## src/hdl/malm_pkg.sv

```systemverilog
`timescale 1ns / 1ps

package malm_pkg;

	localparam int TABLE_ENTRIES = 16;
	localparam int IDX_W = $clog2(TABLE_ENTRIES);
	localparam int RANK_W = IDX_W;
	localparam int LEN_W = IDX_W + 1;
	localparam int ADDR_BITS = 10;
	localparam int TYPE_W = 2;
	localparam int CL_W = 6;
	localparam int PORT_W = 5;
	localparam int RAW_W = 11;
	localparam int KEY_W = 15;
	localparam int MASK_W = 16;
	localparam int CNT_W = 8;
	localparam int ST_W = 4;
	localparam int SLOT_W = 4;
	localparam logic [CNT_W-1:0] COUNT_MAX = '1;

	typedef enum logic [TYPE_W-1:0] {
		REQ_LOCK       = 2'd0,
		REQ_UNLOCK     = 2'd1,
		REQ_UNLOCK_ALL = 2'd2,
		REQ_RESERVED   = 2'd3
	} req_kind_t;

	typedef enum logic [ST_W-1:0] {
		ST_NEW      = 4'd0,
		ST_RAISED   = 4'd1,
		ST_QUEUED   = 4'd2,
		ST_FULL     = 4'd3,
		ST_LOWERED  = 4'd4,
		ST_REMOVED  = 4'd5,
		ST_NOTFOUND = 4'd6,
		ST_WAKE     = 4'd7,
		ST_SAT      = 4'd8
	} lock_status_t;

	typedef enum logic [3:0] {
		OP_NONE,
		OP_LOAD,
		OP_NEXT,
		OP_RSTR,
		OP_SAT,
		OP_RAISE,
		OP_NEWG,
		OP_NEWW,
		OP_FULL,
		OP_NOTF,
		OP_LOWER,
		OP_RELEASE,
		OP_DROP,
		OP_WAKE,
		OP_FLUSH
	} dp_op_t;

	typedef struct packed {
		dp_op_t op;
		logic   grant_list;
	} cmd_t;

	typedef struct packed {
		logic found;
		logic ovl_req;
		logic same_cl;
		logic mask_eq;
		logic cnt_max;
		logic cnt_ge2;
		logic cnt_eq1;
		logic ovl_rel;
		logic blocked;
		logic free_any;
		logic pend_v;
		logic out_free;
	} sts_t;

	function automatic logic overlaps(input logic [KEY_W-1:0] ka, input logic [MASK_W-1:0] ma,
		input logic [KEY_W-1:0] kb, input logic [MASK_W-1:0] mb);
		logic [MASK_W-1:0] diff;
		diff = MASK_W'(ka ^ kb) & ~(ma | mb);
		return diff == '0;
	endfunction

endpackage

```

## src/hdl/malm_ctrl.sv

```systemverilog
`timescale 1ns / 1ps

module malm_ctrl (
	input  logic                        clk,
	input  logic                        arst_n,
	input  logic                        in_valid,
	output logic                        in_ready,
	input  logic [malm_pkg::TYPE_W-1:0] req_type,
	input  malm_pkg::sts_t              sts,
	output malm_pkg::cmd_t              cmd
);
	import malm_pkg::*;

	typedef enum logic [2:0] {
		S_IDLE, S_LOCK, S_FIND_G, S_FIND_W, S_WAKE, S_UA_DROP, S_UA_REL, S_FINISH
	} state_t;

	state_t state_q, nxt;
	logic   ua_q;
	logic   exact_cl;

	assign exact_cl = sts.same_cl && sts.mask_eq && sts.ovl_req;
	assign in_ready = state_q == S_IDLE;

	always_comb begin
		cmd.op = OP_NONE;
		cmd.grant_list = 1'b0;
		nxt = state_q;
		if (state_q == S_IDLE) begin
			if (in_valid) begin
				cmd.op = OP_LOAD;
				case (req_type)
					REQ_LOCK:       nxt = S_LOCK;
					REQ_UNLOCK:     nxt = S_FIND_G;
					REQ_UNLOCK_ALL: nxt = S_UA_DROP;
					default:        nxt = S_FINISH;
				endcase
			end
		end else if (sts.out_free) begin
			case (state_q)
				S_LOCK: begin
					cmd.grant_list = 1'b1;
					nxt = S_FINISH;
					if (sts.found && sts.ovl_req) begin
						if (sts.same_cl && sts.mask_eq)
							cmd.op = sts.cnt_max ? OP_SAT : OP_RAISE;
						else if (!sts.free_any)
							cmd.op = OP_FULL;
						else
							cmd.op = sts.same_cl ? OP_NEWG : OP_NEWW;
					end else if (sts.found) begin
						cmd.op = OP_NEXT;
						nxt = S_LOCK;
					end else begin
						cmd.op = sts.free_any ? OP_NEWG : OP_FULL;
					end
				end
				S_FIND_G, S_FIND_W: begin
					cmd.grant_list = state_q == S_FIND_G;
					if (sts.found && exact_cl) begin
						if (sts.cnt_ge2) begin
							cmd.op = OP_LOWER;
							nxt = S_FINISH;
						end else if (sts.cnt_eq1) begin
							cmd.op = OP_RELEASE;
							nxt = S_WAKE;
						end else begin
							cmd.op = OP_DROP;
							nxt = S_FINISH;
						end
					end else if (sts.found) begin
						cmd.op = OP_NEXT;
					end else if (state_q == S_FIND_G) begin
						cmd.op = OP_RSTR;
						nxt = S_FIND_W;
					end else begin
						cmd.op = OP_NOTF;
						nxt = S_FINISH;
					end
				end
				S_WAKE: begin
					if (sts.found) begin
						cmd.op = (sts.ovl_rel && !sts.blocked) ? OP_WAKE : OP_NEXT;
					end else if (ua_q) begin
						cmd.op = OP_RSTR;
						nxt = S_UA_REL;
					end else begin
						nxt = S_FINISH;
					end
				end
				S_UA_DROP: begin
					if (sts.found) begin
						cmd.op = sts.same_cl ? OP_DROP : OP_NEXT;
					end else begin
						cmd.op = OP_RSTR;
						nxt = S_UA_REL;
					end
				end
				S_UA_REL: begin
					cmd.grant_list = 1'b1;
					if (sts.found && sts.same_cl) begin
						cmd.op = OP_RELEASE;
						nxt = S_WAKE;
					end else if (sts.found) begin
						cmd.op = OP_NEXT;
					end else begin
						// client held nothing at all
						if (!sts.pend_v) cmd.op = OP_NOTF;
						nxt = S_FINISH;
					end
				end
				S_FINISH: begin
					if (sts.pend_v) cmd.op = OP_FLUSH;
					nxt = S_IDLE;
				end
				default: nxt = S_IDLE;
			endcase
		end
	end

	always_ff @(posedge clk or negedge arst_n) begin
		if (!arst_n) begin
			state_q <= S_IDLE;
			ua_q <= 1'b0;
		end else begin
			state_q <= nxt;
			if (cmd.op == OP_LOAD) ua_q <= req_type == REQ_UNLOCK_ALL;
		end
	end

endmodule

```

## config.mk

```make
export PLATFORM = sky130hd
export DESIGN_NAME = malm_ctrl
export DESIGN_NICKNAME = d
export VERILOG_FILES = /design/src/hdl/malm_pkg.sv /design/src/hdl/malm_ctrl.sv
export SDC_FILE = /design/constraint.sdc
export NUM_CORES = 1
export LEC_CHECK = 0
export ABC_CLOCK_PERIOD_IN_PS = 1400
export BUFFER_PORTS_ARGS = -buffer_cell sky130_fd_sc_hd__buf_4
export CORE_ASPECT_RATIO = 0.7
export CORE_MARGIN = 3
export CORE_UTILIZATION = 30
export DETAILED_ROUTE_END_ITERATION = 7
export GPL_ROUTABILITY_DRIVEN = 1
export SYNTH_ARGS = -nofsm -noshare
export SYNTH_HDL_FRONTEND = slang
export SYNTH_SLANG_ARGS = --single-unit
```

## constraint.sdc

```tcl
create_clock -name clk -period 1.4 [get_ports clk]
set_input_delay 0.14 -clock clk [delete_from_list [all_inputs] [get_ports clk]]
set_output_delay 0.14 -clock clk [all_outputs]
set_load 0.02 [all_outputs]
```

Word level (Yosys, flattened, before mapping). Cells that the tools add are included.

Output and inout bits: 6. Word-level logic and storage cells: 74. Bits of input ports: 17. Register bits: 4.

Mux-type cells: 44. Reduce and logical (&&, ||, !) cells: 13. Eq/ne operators: 15.

Operator list (count): $mux W4 (17); $mux W3 (14); $pmux W4 S6 (1); $pmux W3 S5 (1); $eq A3 B3 Y1 const B (4); $pmux W3 S3 (1); $ne A4 B4 Y1 const B (2); $eq A3 B2 Y1 const B (2); $logic_and A1 B1 Y1 (6); $mux W2 (3); $ne A3 B3 Y1 const B (2); $reduce_and A6 Y1 (1); $mux W1 (5); $mux W5 (1); $eq A4 B1 Y1 const B (1); $reduce_or A2 Y1 (2); $eq A3 B1 Y1 const B (1); $logic_not A3 Y1 (1); $eq A2 B1 Y1 const B (1); $eq A2 B2 Y1 const B (1); $logic_not A2 Y1 (1); $ne A2 B2 Y1 const B (1); $pmux W1 S2 (1); $reduce_bool A2 Y1 (1); $logic_not A1 Y1 (1).

Longest topological paths before layout.
Word-level depth: 8. Gate-level depth with buffers: 6. Depth with buffers taken out: 4.

Worst setup path after synthesis. No wires, ideal clock.

Path type: register to output. From: reg state_q[2]. To: out cmd[1] (netlist name). Arrival time: 1588 ps. Path slack: -328 ps. Cell stages (with the launch flop): 6. Cells stage by stage: dfrtp_1 -> buf_6 -> or3b_2 -> a21oi_1 -> a21oi_1 -> a41oi_1.

RTL lines: start: declaration (line malm_ctrl.sv:18) `state_t state_q, nxt;`; start signal: assignment (line malm_ctrl.sv:126) `state_q <= nxt;`; end: declaration (line malm_ctrl.sv:10) `output malm_pkg::cmd_t cmd`.

==> summary.txt <==
Drt wl/cell: 15.37 um
Max VDD drop: 0.0008111 V
Final setup viols: 9
Final WL: 2767 um
Setup crit start kind: flip-flop
Minimum clock period: 1836 ps
Hold Path Sink: ua_q
Routed vias/inst: 5.550
Reg-to-reg endpoint: state_q[0]
Worst setup EP type: output pin
Clock Latency Late Sink: 240 ps
Fin worst setup slack: -436.1 ps
GRT overflow: 0
Reg2reg setup slack: -410 ps
Syn avg cell area: 6.725 sq um
Total CTS buffers: 3
Setup_tns: -2984 ps
Clock slew at reported path FFs: 40 ps
Tot Pwr: 0.002237 W
Sequential-to-total area share from yosys stat: 14.31%
Layout cells sized above 1: 50.67%
Fillers: 190
Worst-path fanout max: 6
Fmax: 544.6 MHz
Period Utilization, post-route: 131.1%
# IOs: 23
Max-slew violation count: 0
Syn nets: 121
P_leak: 0.5522 nW
Gpl congestion: 0.8787
Max Root-Sink Buffers: 2
Outcome: finished with violations
Die ar.: 2956 sq um
Fin nets: 169
Mapped Cells: 104
Area of the multi-input gates: 610.6 sq um
Post-Syn Area: 699.4 sq um
Synth cell types: 39
Share of Yosys cell area claimed by the top area cell type: 14.31%
Post-DRT Antenna Nets: 0
Leading cell type in the layout, fill and taps excluded: buf_4
Clock root buffer: clkbuf_4
Largest cells by area after synthesis: dfrtp_1, nand2_1, a21oi_1
Hold path start: req_type[0]
DRC: 0
Clk_skew: 2.511 ps
Die X: 63.71 um
FF+latch area: 103.9 sq um
IO Port Bufs: 22
Worst rel slew slack: 72.04%
Diodes inserted: 0
Site row count: 13
Largest net degree at the start of global routing: 19
RSZ-0062 raised after global routing: yes
Most frequent cells in the layout: buf_4, nand2_1, a21oi_1
Worst Path Required: 1260 ps
First-pass GRT wire length: 4188 um
Hold Path Cell Cnt: 3
Worst slew pin tran: 419.3 ps
Layout area overhead: 74.42%
Post-DP HPWL: 1852 um
Number of max-cap violations: 0
Core area: 2017 sq um
Reg2Reg Depth: 6
Power Dens Cells: 1833 nW/um^2
Initial Utilization: 34.68%
Die boundary height: 46.40 um
Initial drt markers: 30
Number of H-tree levels: 1
Type of the tightest min-delay check: in -> reg
WS Path Type: reg -> out
Reg-to-Reg Start: state_q[0]
All-Layer GR Usage: 18.39%
Final hold vios: 0
DRT Pass-1 Iters: 4
Vias in the first global route: 888
CTS tree: yes
Synth warn: 0
#FFs+latches synth: 4
Initial antenna violation count: 0
Clock Sinks: 4
Post-synth top area cell: dfrtp_1
Failing checks: negative setup slack
Routed vias: 999
Crit path arrival time: 1700 ps
==> per-layer routing <==
| metal | track usage [%] | routed length (um) |
|---|---|---|
| met1 | 24.60 | 1255 |
| met3 | 3.415 | 152 |
| met5 | 0 | 0 |
| met4 | 5.579 | 21 |
| met2 | 30.50 | 1338 |
==> power breakdown <==
group | internal [W] | switching, W | total, W
registers | 0.000179 | 0.000101 | 0.000280
clock network | 0.0000962 | 0.0000512 | 0.000147
logic | 0.000941 | 0.000869 | 0.00181
total | 0.00122 | 0.00102 | 0.00224
==> layout make-up <==
cell class | instances | area share, %
well taps | 30 | 3.077
clock buffers | 3 | 1.846
repair buffers | 52 | 34.36
multi-input cells | 84 | 50.05
inverters | 7 | 2.154
flip-flops and latches | 4 | 8.513
==> stage by stage <==
step	setup slack (ps)	cells	cell area (sq um)	hold WS [ps]	utilization (%)
2_1_floorplan	-136.7	104	714.4	-155.6	-
3_3_place_gp	-233.5	166	1010	-58.77	50.06
3_5_place_dp	-274.9	166	1010	-57.03	50.06
4_1_cts	-402.0	173	1114	178.9	55.21
5_1_grt	-483.4	180	1220	189.7	60.48
6_report	-436.1	180	1220	183.7	60.48
==> flip-flops by register name (all words and copies together), names as in the netlist <==
signal   count
state_q      3
ua_q         1
==> Yosys cell counts <==
cell      number
or4b_1         2
o21ai_2        1
o21ai_0        7
nand2b_1       2
nand2_1       17
nor2_1         4
a21oi_1        9
nor2b_1        3
nand4_1        3
o21a_1         1
nand3b_1       2
a31oi_1        3
o31ai_2        1
o211ai_1       2
nand2_2        1
a22oi_1        1
o211a_1        1
o22ai_1        1
o221a_2        1
a21boi_0       1
mux2_4         1
nand4b_1       1
or3_1          1
a21o_1         1
nor3_1         3
inv_1          7
a41oi_1        2
o22a_1         1
nand3_1        4
o31ai_1        1
buf_2          7
and2b_4        1
a211o_1        2
or3b_2         1
buf_6          1
clkbuf_1       1
o311a_1        1
dfrtp_1        4
a221oi_2       1
==> logic make-up after synthesis <==
family	share of synthesized area (%)
mux	2.146
buf+inv	10.91
compound gates	38.46
flops	14.31
simple gates	34.17
==> critical path: stages, from the launching register on <==
cell     delay (ps)
dfrtp_2         450
or4b_4          580
nand2_4          90
inv_2            40
a41oi_2         140
buf_4           160
==> worst max path at each step <==
stage                          start         end  depth (start not counted)
final                     state_q[0]      cmd[1]                          5
after global routing      state_q[2]      cmd[1]                          5
after CTS                 state_q[2]      cmd[1]                          5
after detailed placement  state_q[2]  state_q[0]                          4
after floorplan           state_q[2]  state_q[0]                          5
after global placement    state_q[2]      cmd[1]                          5
==> timing repair <==
action	CTS	global route
pin swaps	5	7
endpoints found under the hold margin	4	0
resized for setup	14	12
setup buffers	3	7
setup endpoints to repair	10	10
hold buffers	1	0
Power figures use the tool's default switching activity.
