### src/hdl/malm_pkg.sv
`timescale 1ns / 1ps

package malm_pkg;

	localparam int TABLE_ENTRIES = 16;
	localparam int IDX_W = $clog2(TABLE_ENTRIES);
	localparam int RANK_W = IDX_W;
	localparam int LEN_W = IDX_W + 1;
	localparam int ADDR_BITS = 10;
	localparam int TYPE_W = 2;
	localparam int CL_W = 6;
	localparam int PORT_W = 5;
	localparam int RAW_W = 11;
	localparam int KEY_W = 15;
	localparam int MASK_W = 16;
	localparam int CNT_W = 8;
	localparam int ST_W = 4;
	localparam int SLOT_W = 4;
	localparam logic [CNT_W-1:0] COUNT_MAX = '1;

	typedef enum logic [TYPE_W-1:0] {
		REQ_LOCK       = 2'd0,
		REQ_UNLOCK     = 2'd1,
		REQ_UNLOCK_ALL = 2'd2,
		REQ_RESERVED   = 2'd3
	} req_kind_t;

	typedef enum logic [ST_W-1:0] {
		ST_NEW      = 4'd0,
		ST_RAISED   = 4'd1,
		ST_QUEUED   = 4'd2,
		ST_FULL     = 4'd3,
		ST_LOWERED  = 4'd4,
		ST_REMOVED  = 4'd5,
		ST_NOTFOUND = 4'd6,
		ST_WAKE     = 4'd7,
		ST_SAT      = 4'd8
	} lock_status_t;

	typedef enum logic [3:0] {
		OP_NONE,
		OP_LOAD,
		OP_NEXT,
		OP_RSTR,
		OP_SAT,
		OP_RAISE,
		OP_NEWG,
		OP_NEWW,
		OP_FULL,
		OP_NOTF,
		OP_LOWER,
		OP_RELEASE,
		OP_DROP,
		OP_WAKE,
		OP_FLUSH
	} dp_op_t;

	typedef struct packed {
		dp_op_t op;
		logic   grant_list;
	} cmd_t;

	typedef struct packed {
		logic found;
		logic ovl_req;
		logic same_cl;
		logic mask_eq;
		logic cnt_max;
		logic cnt_ge2;
		logic cnt_eq1;
		logic ovl_rel;
		logic blocked;
		logic free_any;
		logic pend_v;
		logic out_free;
	} sts_t;

	function automatic logic overlaps(input logic [KEY_W-1:0] ka, input logic [MASK_W-1:0] ma,
		input logic [KEY_W-1:0] kb, input logic [MASK_W-1:0] mb);
		logic [MASK_W-1:0] diff;
		diff = MASK_W'(ka ^ kb) & ~(ma | mb);
		return diff == '0;
	endfunction

endpackage

### src/hdl/malm_dp.sv
`timescale 1ns / 1ps

module malm_dp (
	input  logic                        clk,
	input  logic                        arst_n,
	input  malm_pkg::cmd_t              cmd,
	output malm_pkg::sts_t              sts,
	input  logic [malm_pkg::CL_W-1:0]   requester,
	input  logic [malm_pkg::PORT_W-1:0] port,
	input  logic [malm_pkg::RAW_W-1:0]  raw_addr,
	input  logic [malm_pkg::MASK_W-1:0] range_mask,
	output logic                        out_valid,
	input  logic                        out_ready,
	output logic [malm_pkg::ST_W-1:0]   status,
	output logic [malm_pkg::SLOT_W-1:0] entry_slot,
	output logic [malm_pkg::CL_W-1:0]   owner_client,
	output logic [malm_pkg::KEY_W-1:0]  lock_key,
	output logic [malm_pkg::MASK_W-1:0] lock_mask,
	output logic                        last
);
	import malm_pkg::*;

	logic [TABLE_ENTRIES-1:0] valid_q, granted_q;
	logic [CL_W-1:0]   client_q [TABLE_ENTRIES];
	logic [KEY_W-1:0]  key_q    [TABLE_ENTRIES];
	logic [MASK_W-1:0] mask_q   [TABLE_ENTRIES];
	logic [CNT_W-1:0]  count_q  [TABLE_ENTRIES];
	logic [RANK_W-1:0] rank_q   [TABLE_ENTRIES];
	logic [LEN_W-1:0]  len_g_q, len_w_q, r_q;

	logic [CL_W-1:0]   req_cl_q;
	logic [KEY_W-1:0]  req_key_q, rel_key_q;
	logic [MASK_W-1:0] req_mask_q, rel_mask_q;

	logic              pend_v_q;
	lock_status_t      pend_st_q;
	logic [SLOT_W-1:0] pend_slot_q;
	logic [CL_W-1:0]   pend_cl_q;
	logic [KEY_W-1:0]  pend_key_q;
	logic [MASK_W-1:0] pend_mask_q;

	logic              out_v_q, out_last_q;
	lock_status_t      out_st_q;
	logic [SLOT_W-1:0] out_slot_q;
	logic [CL_W-1:0]   out_cl_q;
	logic [KEY_W-1:0]  out_key_q;
	logic [MASK_W-1:0] out_mask_q;

	logic [TABLE_ENTRIES-1:0] sel;
	logic [IDX_W-1:0]  cur, free_idx;
	logic              found, blocked, out_free;
	logic [CL_W-1:0]   cur_cl;
	logic [KEY_W-1:0]  cur_key, in_key;
	logic [MASK_W-1:0] cur_mask;
	logic [CNT_W-1:0]  cur_cnt;
	logic              g;

	logic              emit_en;
	lock_status_t      e_st;
	logic [IDX_W-1:0]  e_slot;
	logic [CL_W-1:0]   e_cl;
	logic [KEY_W-1:0]  e_key;
	logic [MASK_W-1:0] e_mask;

	assign g = cmd.grant_list;
	assign in_key = KEY_W'((32'(port) << ADDR_BITS) | (32'(raw_addr) >> 1));

	// entry at rank r_q of the selected list
	always_comb begin
		cur = '0;
		for (int i = 0; i < TABLE_ENTRIES; i++) begin
			sel[i] = valid_q[i] && (granted_q[i] == g) && (r_q < LEN_W'(TABLE_ENTRIES)) &&
				(rank_q[i] == r_q[RANK_W-1:0]);
			if (sel[i]) cur = IDX_W'(i);
		end
		found = |sel;
	end

	always_comb begin
		free_idx = '0;
		for (int i = TABLE_ENTRIES - 1; i >= 0; i--) begin
			if (!valid_q[i]) free_idx = IDX_W'(i);
		end
	end

	assign cur_cl = client_q[cur];
	assign cur_key = key_q[cur];
	assign cur_mask = mask_q[cur];
	assign cur_cnt = count_q[cur];

	// a waiter is blocked by any granted range of another client
	always_comb begin
		blocked = 1'b0;
		for (int i = 0; i < TABLE_ENTRIES; i++) begin
			if (valid_q[i] && granted_q[i] && client_q[i] != cur_cl &&
				overlaps(cur_key, cur_mask, key_q[i], mask_q[i]))
				blocked = 1'b1;
		end
	end

	assign out_free = !out_v_q || out_ready;

	always_comb begin
		sts.found    = found;
		sts.ovl_req  = overlaps(cur_key, cur_mask, req_key_q, req_mask_q);
		sts.same_cl  = cur_cl == req_cl_q;
		sts.mask_eq  = cur_mask == req_mask_q;
		sts.cnt_max  = cur_cnt == COUNT_MAX;
		sts.cnt_ge2  = cur_cnt >= CNT_W'(2);
		sts.cnt_eq1  = cur_cnt == CNT_W'(1);
		sts.ovl_rel  = overlaps(cur_key, cur_mask, rel_key_q, rel_mask_q);
		sts.blocked  = blocked;
		sts.free_any = ~&valid_q;
		sts.pend_v   = pend_v_q;
		sts.out_free = out_free;
	end

	always_comb begin
		emit_en = 1'b1;
		e_st = ST_REMOVED;
		e_slot = cur;
		e_cl = cur_cl;
		e_key = cur_key;
		e_mask = cur_mask;
		case (cmd.op)
			OP_SAT:     e_st = ST_SAT;
			OP_RAISE:   e_st = ST_RAISED;
			OP_LOWER:   e_st = ST_LOWERED;
			OP_RELEASE: e_st = ST_REMOVED;
			OP_DROP:    e_st = ST_REMOVED;
			OP_WAKE:    e_st = ST_WAKE;
			OP_NEWG, OP_NEWW: begin
				e_st = (cmd.op == OP_NEWG) ? ST_NEW : ST_QUEUED;
				e_slot = free_idx;
				e_cl = req_cl_q;
				e_key = req_key_q;
				e_mask = req_mask_q;
			end
			OP_FULL, OP_NOTF: begin
				e_st = (cmd.op == OP_FULL) ? ST_FULL : ST_NOTFOUND;
				e_slot = '0;
				e_cl = req_cl_q;
				e_key = req_key_q;
				e_mask = req_mask_q;
			end
			default:    emit_en = 1'b0;
		endcase
	end

	// control state
	always_ff @(posedge clk or negedge arst_n) begin
		if (!arst_n) begin
			valid_q <= '0;
			granted_q <= '0;
			len_g_q <= '0;
			len_w_q <= '0;
			r_q <= '0;
			pend_v_q <= 1'b0;
			out_v_q <= 1'b0;
		end else begin
			case (cmd.op)
				OP_LOAD, OP_RSTR, OP_RELEASE: r_q <= '0;
				OP_NEXT:                      r_q <= r_q + 1'b1;
				default:                      ;
			endcase
			case (cmd.op)
				OP_NEWG: begin
					valid_q[free_idx] <= 1'b1;
					granted_q[free_idx] <= 1'b1;
					len_g_q <= len_g_q + 1'b1;
				end
				OP_NEWW: begin
					valid_q[free_idx] <= 1'b1;
					granted_q[free_idx] <= 1'b0;
					len_w_q <= len_w_q + 1'b1;
				end
				OP_RELEASE, OP_DROP: begin
					valid_q[cur] <= 1'b0;
					granted_q[cur] <= 1'b0;
					if (g) len_g_q <= len_g_q - 1'b1;
					else len_w_q <= len_w_q - 1'b1;
				end
				OP_WAKE: begin
					granted_q[cur] <= 1'b1;
					len_g_q <= len_g_q + 1'b1;
					len_w_q <= len_w_q - 1'b1;
				end
				default: ;
			endcase
			if (emit_en) begin
				pend_v_q <= 1'b1;
				if (pend_v_q) out_v_q <= 1'b1;
				else if (out_ready) out_v_q <= 1'b0;
			end else if (cmd.op == OP_FLUSH) begin
				pend_v_q <= 1'b0;
				out_v_q <= 1'b1;
			end else if (out_ready) begin
				out_v_q <= 1'b0;
			end
		end
	end

	// table and result payload
	always_ff @(posedge clk) begin
		if (cmd.op == OP_LOAD) begin
			req_cl_q <= requester;
			req_key_q <= in_key;
			req_mask_q <= range_mask;
		end
		if (cmd.op == OP_RELEASE) begin
			rel_key_q <= cur_key;
			rel_mask_q <= cur_mask;
		end
		if (cmd.op == OP_RELEASE || cmd.op == OP_DROP || cmd.op == OP_WAKE) begin
			for (int i = 0; i < TABLE_ENTRIES; i++) begin
				if (IDX_W'(i) != cur && valid_q[i] && granted_q[i] == g &&
					rank_q[i] > r_q[RANK_W-1:0])
					rank_q[i] <= rank_q[i] - 1'b1;
			end
		end
		case (cmd.op)
			OP_NEWG, OP_NEWW: begin
				client_q[free_idx] <= req_cl_q;
				key_q[free_idx] <= req_key_q;
				mask_q[free_idx] <= req_mask_q;
				count_q[free_idx] <= (cmd.op == OP_NEWG) ? CNT_W'(1) : '0;
				rank_q[free_idx] <= (cmd.op == OP_NEWG) ? len_g_q[RANK_W-1:0] :
					len_w_q[RANK_W-1:0];
			end
			OP_RAISE: count_q[cur] <= cur_cnt + 1'b1;
			OP_LOWER: count_q[cur] <= cur_cnt - 1'b1;
			OP_WAKE: begin
				count_q[cur] <= CNT_W'(1);
				rank_q[cur] <= len_g_q[RANK_W-1:0];
			end
			default: ;
		endcase
		if (emit_en) begin
			pend_st_q <= e_st;
			pend_slot_q <= SLOT_W'(e_slot);
			pend_cl_q <= e_cl;
			pend_key_q <= e_key;
			pend_mask_q <= e_mask;
		end
		if ((emit_en && pend_v_q) || cmd.op == OP_FLUSH) begin
			out_st_q <= pend_st_q;
			out_slot_q <= pend_slot_q;
			out_cl_q <= pend_cl_q;
			out_key_q <= pend_key_q;
			out_mask_q <= pend_mask_q;
			out_last_q <= cmd.op == OP_FLUSH;
		end
	end

	assign out_valid = out_v_q;
	assign status = out_st_q;
	assign entry_slot = out_slot_q;
	assign owner_client = out_cl_q;
	assign lock_key = out_key_q;
	assign lock_mask = out_mask_q;
	assign last = out_last_q;

	a_count_match: assert property (@(posedge clk) disable iff (!arst_n)
		$countones(valid_q) == (32'(len_g_q) + 32'(len_w_q)))
		else $error("valid entries disagree with list lengths");

	a_emit_room: assert property (@(posedge clk) disable iff (!arst_n)
		emit_en |-> out_free)
		else $error("result produced while output register is held");

	a_flush_pend: assert property (@(posedge clk) disable iff (!arst_n)
		cmd.op == OP_FLUSH |-> pend_v_q && out_free)
		else $error("flush without a pending result");

	a_append_room: assert property (@(posedge clk) disable iff (!arst_n)
		(cmd.op == OP_NEWG || cmd.op == OP_NEWW) |-> !valid_q[free_idx])
		else $error("new entry written over a live slot");

endmodule

### config.mk
export PLATFORM = sky130hd
export DESIGN_NAME = malm_dp
export DESIGN_NICKNAME = d
export VERILOG_FILES = /design/src/hdl/malm_pkg.sv /design/src/hdl/malm_dp.sv
export SDC_FILE = /design/constraint.sdc
export NUM_CORES = 2
export LEC_CHECK = 0
export BUFFER_PORTS_ARGS = -buffer_cell sky130_fd_sc_hd__buf_2
export CORE_ASPECT_RATIO = 0.8
export CORE_MARGIN = 3
export CORE_UTILIZATION = 35
export CTS_CLUSTER_DIAMETER = 60
export DETAILED_ROUTE_END_ITERATION = 6
export GPL_TIMING_DRIVEN = 0
export PLACE_DENSITY_LB_ADDON = 0.05
export SETUP_SLACK_MARGIN = 0.05
export SLEW_MARGIN = 15
export SYNTH_ARGS = -nofsm -noshare
export SYNTH_HDL_FRONTEND = slang
export SYNTH_SLANG_ARGS = --single-unit
### constraint.sdc
create_clock -name clk -period 6.1 [get_ports clk]
set_clock_uncertainty 0.2 [all_clocks]
set_input_delay 0.305 -clock clk [delete_from_list [all_inputs] [get_ports clk]]
set_output_delay 0.305 -clock clk [all_outputs]
set_load 0.005 [all_outputs]
**Word level (Yosys, flattened, before mapping)**

Memory sizes are Yosys's and may differ from the RTL's.
Index checks and enable logic that the tools add are counted.

- Register bits: 208
- RAM bits: 784
- Output and inout bits: 59
- Memories kept: 5

- $add $sub $neg: 23
- Order comparisons: 22
- Equal/unequal tests: 83
- Mux-type cells: 138
- Bitwise logic cells: 83
- Reduce and logical (&&, ||, !) cells: 191

Memories:

| name | words | bits a word | read ports | clocked after Yosys merged registers in | write ports | RTL line | source |
|---|---|---|---|---|---|---|---|
| mask_q | 16 | 16 | 17 | 0 | 1 | malm_dp.sv:26 | `logic [MASK_W-1:0] mask_q [TABLE_ENTRIES];` |
| key_q | 16 | 15 | 17 | 0 | 1 | malm_dp.sv:25 | `logic [KEY_W-1:0] key_q [TABLE_ENTRIES];` |
| count_q | 16 | 8 | 1 | 0 | 1 | malm_dp.sv:27 | `logic [CNT_W-1:0] count_q [TABLE_ENTRIES];` |
| client_q | 16 | 6 | 17 | 0 | 1 | malm_dp.sv:24 | `logic [CL_W-1:0] client_q [TABLE_ENTRIES];` |
| rank_q | 16 | 4 | 16 | 0 | 17 | malm_dp.sv:28 | `logic [RANK_W-1:0] rank_q [TABLE_ENTRIES];` |

Operators with widths:

| cell | number |
|---|---|
| 16-bit OR | 21 |
| 16-bit NOT | 20 |
| 15-bit by 16-bit bitwise AND with 16-bit output | 18 |
| 16-bit logical NOT | 18 |
| 15-bit XOR | 18 |
| 1-bit logical AND | 147 |
| 4-bit 2-to-1 mux | 31 |
| 6-bit != test | 16 |
| 1-bit 2-to-1 mux | 85 |
| 4-bit == test | 16 |
| 4-bit greater-than comparator | 16 |
| 16-bit one-hot mux with 4 select lines | 1 |
| 4-bit by 1-bit subtractor with 4-bit output, second input constant | 16 |
| 16-bit bitwise AND | 3 |
| 4-bit != test, first input constant | 8 |
| 16-bit one-hot mux with 2 select lines | 1 |
| 4-bit == test, second input constant | 7 |
| 8-bit 2-to-1 mux | 3 |
| 4-bit one-hot mux with 6 select lines | 1 |
| 5-bit one-hot mux with 2 select lines | 2 |
| 1-bit == test | 16 |
| 16-bit == test | 1 |
| 4-bit by 3-bit == test with 1-bit output, second input constant | 4 |
| 16-bit 2-to-1 mux | 1 |
| 40 further kinds | 70 |

**Longest topological paths before layout**

An unclocked memory read counts as a cell.

- Depth after elaboration: 41
- Depth in mapped cells: 25
- Depth with buffers taken out: 19

**Least setup slack after synthesis**

Ideal clock, no wire load.

- Path kind: register to register
- Start: register r_q[3]
- End: memory count_q[0][4], data pin
- Setup time: 0.277 ns
- Arrival: 4.735 ns
- Path slack: 0.889 ns
- Stages on the path, launching flop included: 23
- Buffers on the path: 4
- Clock period less this slack: 5.211 ns
- Cell sequence: dfrtp_1 inv_1 ha_1 and4_1 and3_2 nor2_4 a41oi_4 o211ai_2 o21ai_2 buf_6 buf_2 buf_4 buf_2 a221oi_1 o22ai_1 or2_2 inv_1 ha_1 nand2_1 nor3_1 a41oi_1 xor2_1 nor2_1

- Word-level cells in the longest chain between the ends: 23
- Elaborated cells between the ends (all ways): 67
- Classes of those cells: add/sub: 2; order compare: 1; eq/ne: 15; mux: 18; reduce/logical: 30; memory: 1

Ends and longest elaborated chain:

| element | RTL line | source |
|---|---|---|
| start, declared | malm_dp.sv:29 | `logic [LEN_W-1:0] len_g_q, len_w_q, r_q;` |
| start signal, assigned | malm_dp.sv:163 | `OP_NEXT: r_q <= r_q + 1'b1;` |
| 5-bit less-than comparator | malm_dp.sv:72 | `sel[i] = valid_q[i] && (granted_q[i] == g) && (r_q < LEN_W'(TABLE_ENTRIES)) &&` |
| 1-bit logical AND (2 in a row) | malm_dp.sv:72 |  |
| 1-bit 2-to-1 mux | malm_dp.sv:74 | `if (sel[i]) cur = IDX_W'(i);` |
| 2-bit 2-to-1 mux (2 in a row) | malm_dp.sv:74 |  |
| 3-bit 2-to-1 mux | malm_dp.sv:74 |  |
| 4-bit 2-to-1 mux (10 in a row) | malm_dp.sv:74 |  |
| 4-bit 2-to-1 mux * | malm_dp.sv:74 |  |
| memory read 16 x 8 bit * | -- |  |
| 8-bit by 1-bit adder with 8-bit output or 8-bit by 1-bit subtractor with 8-bit output (tied branches) | malm_dp.sv:230, malm_dp.sv:231 |  |
| 8-bit 2-to-1 mux (no line) * (3 in a row) | -- |  |
| end, declared | malm_dp.sv:27 |  |

Mark *: on every way between the ends. The rest lies on a longest branch, timed or not.

**Worst setup path after layout**

- Start: register r_q[2]
- End: output port sts[3] in the netlist's numbering

- Word-level cells in the longest chain between the ends: 40
- Elaborated cells between the ends (all ways): 208
- Classes of those cells: order compare: 1; eq/ne: 31; mux: 31; bitwise: 64; reduce/logical: 78; memory: 3

Ends and longest elaborated chain:

| element | RTL line | source |
|---|---|---|
| 5-bit less-than comparator | malm_dp.sv:72 |  |
| 1-bit logical AND (2 in a row) | malm_dp.sv:72 |  |
| 1-bit 2-to-1 mux | malm_dp.sv:74 |  |
| 2-bit 2-to-1 mux (2 in a row) | malm_dp.sv:74 |  |
| 3-bit 2-to-1 mux | malm_dp.sv:74 |  |
| 4-bit 2-to-1 mux (10 in a row) | malm_dp.sv:74 |  |
| 4-bit 2-to-1 mux * | malm_dp.sv:74 |  |
| memory read 16 x 16 bit | -- |  |
| 16-bit OR | malm_pkg.sv:81 | `diff = MASK_W'(ka ^ kb) & ~(ma \| mb);` |
| 16-bit NOT | malm_pkg.sv:81 |  |
| 15-bit by 16-bit bitwise AND with 16-bit output | malm_pkg.sv:81 |  |
| 16-bit logical NOT | malm_pkg.sv:82 | `return diff == '0;` |
| 1-bit logical AND | malm_dp.sv:95 | `if (valid_q[i] && granted_q[i] && client_q[i] != cur_cl &&` |
| 1-bit 2-to-1 mux (15 in a row) | malm_dp.sv:95 |  |
| 1-bit 2-to-1 mux * | malm_dp.sv:95 |  |
| end, declared | malm_dp.sv:7 | `output malm_pkg::sts_t sts,` |

Marks and branches as above.

==> reports/results.ini <==
[die]
die_w_um=421
rows=121
ios=105
fp.coreArea_um2=137000
dieArea_um2=143000
fp.dieH_um=338
start_util_pct=35.4

[grt]
grt_pass1_vias=34900
grt.total_usage_pct=31.9
grt_pass1_wl_um=310000
grt_max_degree=48
antenna_found_initial=26
grt_overflow_total=0

[worst_hold_path]
hp-start=port[4]
hold_class=input pin to flop

[power_and_ir_drop]
leakage_nw=22.1
seqPwrFrac_pct=40.0
finalPower_mw=20.0
p_switching_mw=6.39
p_sw_share_pct=32.0
power_frac_comb_pct=23.7
p_clk_share_pct=36.4
intPower_mw=13.6
ir_drop_uv=221
power_density_nw_per_um2=321

[clocking]
clock_latency_ns=0.77
cts-root-buf=clkbuf_16
clockBufferDepth=3
cts.htree.levels=3
cts_tree=done
cts_buffers=117
cts_num_sinks=989
clk_pin_slew_ns=0.06

[timing]
min_period_over_period_pct=120
maxSlewHeadroom_pct=1.17
finalHoldViolations=0
post-route-min-period_ns=7.32
setup_ws_ns=-1.22
rsz0062_at_grt=yes
worstMarginPinSlew_ns=1.48
setup_viol=5
fmax_mhz=137
final_max_slew_viol_count=0

[worst_setup_path]
cp_data_required_time_ns=5.59
crit_arrival_ns=6.82
critPathBufInv=12
cp_slowest_cell=nor4_2
path_common_cell=buf_4
worstPathMaxFanout=15
worst-path-stages=28
critPathLaunch=r_q[2]$_DFFE_PN0P_
timing.reg2reg.setup_slack_ns=0.26
crit_path_end=sts[3]
reg2regPathDepth=23
r2r_end=count_q[7][4]$_DFFE_PP_
worst-setup-path-type=flop to primary output
r2r_start=r_q[2]$_DFFE_PN0P_
crit_family=simple AND/OR/NAND/NOR gates
end_kind=primary output
slowest_delay_ns=0.50
crit_path_start_kind=flop

[synth]
synth.top_cells.by_count=edfxtp_1, nand2_1, xor2_1, nor3_1, nor2_1
yosys.cell_count.top_type=edfxtp_1
syn_nets=3963
synth_cell_types=118
synth_warnings=0
syn_area_um2=48300
ys_seq_area_share_pct=61.0
async_reset_ff_share_pct=4.75
synth.top_cells.by_area=edfxtp_1, xor2_1, xnor2_1, ha_1, nand2_1
syn_inst=3811
synth-seq-cells=989
avgSynthCellArea_um2=12.7
synth_top_area_share_pct=58.5
synthFlopType=edfxtp_1
synth.largest_area_cell=edfxtp_1
synth_edf_count=942

[drt]
drt_iter0_drc=5430
antenna_left=0
drc=0
wirelength_um=235000
viasPerCell=5.93
wire_per_inst_um=37.2
drtPass1Iterations=6
via_count=37485

[final_layout]
syn_to_final_growth_pct=28.6
final_cells=6319
drive_gt1_share_pct=25.6
final_nets=4514

[placed_design]
io_buffers=102
dp_hpwl_um=168000
globalplace.congestion=0.994
dpl.cell_count=5835

[run_status]
status=complete, but fails checks
failed_checks=max-capacitance violations, negative setup slack

[flow_run]
maxCapViolations=1

[state kept, by name, summed over array words and instances, names as in the netlist, 5 cells and up]
register	count
client_q	96
count_q	128
granted_q	16
key_q	240
lock_key	15
lock_mask	16
mask_q	256
owner_client	6
pend_cl_q	6
pend_key_q	15
pend_mask_q	16
r_q	5
rank_q	64
rel_key_q	15
rel_mask_q	15
req_cl_q	6
req_key_q	15
req_mask_q	16
valid_q	16
[worst min-delay path by stage]
| stage | slack, ns | cells after the start | end |
|---|---|---|---|
| floorplan | -0.19 | 0 | granted_q[0]$_DFFE_PN0P_ |
| global placement | 0.20 | 0 | lock_mask[5]$_DFFE_PP_ |
| detailed placement | 0.20 | 0 | entry_slot[2]$_DFFE_PP_ |
| CTS | 0.001 | 2 | req_key_q[14]$_DFFE_PP_ |
| global route | 0.03 | 2 | req_key_q[14]$_DFFE_PP_ |
| finish | 0.05 | 2 | req_key_q[14]$_DFFE_PP_ |
[final cells by class]
| class | instances | area [um2] |
|---|---|---|
| plain buffers | 202 | 2210 |
| inverters | 101 | 397 |
| repair buffers | 436 | 4270 |
| well taps | 1845 | 2310 |
| flip-flops and latches | 989 | 29500 |
| clock buffers | 144 | 3090 |
| fillers | 12419 | 74400 |
| diodes | 10 | 25.0 |
| clock inverters | 77 | 802 |
| multi-input cells | 2515 | 19600 |
[metal layers]
metal / wire length, um / GRT usage (%) / vias up
met5: 36 / 0 / -
met4: 8180 / 9.92 / 6
met3: 30300 / 11.0 / 388
met2: 94900 / 44.0 / 2295
met1: 102000 / 46.7 / 19202
li1: - / - / 15594
[what timing repair did]
item | in CTS | in global routing
hold buffers | 50 | 0
hold endpoints to repair | 94 | 0
pin swaps | 84 | 73
cloned | 1 | 2
endpoints found under the setup margin | 485 | 120
setup buffers | 145 | 59
resized for setup | 542 | 142
[cell usage in the layout, fill, tap and decap left out, drive strengths merged, types with 19 or more instances in the layout]
cell | Yosys | layout
or3 | 21 | 21
nor4 | 37 | 37
a222oi | 19 | 19
dfrtp | 47 | 47
a211oi | 38 | 38
o211ai | 19 | 19
inv | 99 | 104
o21ai | 120 | 120
o31ai | 19 | 19
a22oi | 35 | 35
xnor2 | 200 | 200
o311ai | 24 | 24
a21oi | 182 | 182
nor2b | 22 | 22
buf | 147 | 530
nor2 | 217 | 217
o22ai | 66 | 66
nor3 | 231 | 231
xor2 | 234 | 234
nand3 | 84 | 84
a221oi | 43 | 43
mux2 | 27 | 27
clkbuf | 59 | 201
edfxtp | 942 | 942
ha | 104 | 104
dlygate4sd3 | 0 | 49
nand4 | 46 | 46
nand2b | 26 | 26
clkinv | 2 | 47
mux2i | 120 | 120
nand2 | 344 | 344
[kinds of logic (layout without fill, tap and decap cells)]
| logic type | count (synthesis) | after routing | share of synthesized area [%] |
|---|---|---|---|
| multiplexers | 147 | 147 | 3.11 |
| AO/OA/AOI/OAI | 725 | 725 | 10.7 |
| adder cells (fa/ha/maj) | 106 | 106 | 2.78 |
| flip-flops | 989 | 989 | 61.0 |
| buffers and inverters | 307 | 960 | 3.46 |
| XOR/XNOR | 434 | 434 | 7.99 |
| AND/OR/NAND/NOR | 1103 | 1103 | 11.0 |
| other | 0 | 10 | 0 |
[worst reg2reg max path: cells and delay by family, from the launching register on]
family | cells | cell delay, ns
xor+xnor | 1 | 0.28
compound gates | 5 | 0.81
buf+inv | 6 | 1.30
flops | 1 | 0.39
simple gates | 9 | 2.01
fa+ha+maj | 2 | 0.50
[power by group through the flow]
stage	Combinational, mW	Sequential (mW)	Clock (mW)
after global placement	3.65	8.14	0
after CTS	4.37	7.98	7.33
after floorplan	2.09	8.03	0
after global routing	4.90	8.00	7.59
after detailed placement	3.75	8.12	0
final	4.73	7.98	7.26
[stage by stage]
step                cell area (um2)  utilization (%)  setup slack [ns]  hold slack, ns  setup TNS [ns]
floorplan                     48300                -             0.889          -0.191               0
detailed placement            52600             38.5             -3.33           0.205         -613.43
CTS                           60900             44.6             -1.08         0.00146           -2.83
global placement              51100             37.5             -4.97           0.201        -2277.68
finish                        62100             45.5             -1.22          0.0470           -3.19
global route                  62100             45.5             -1.22          0.0345           -3.96
No activity file was read; power rests on OpenSTA's default activity.
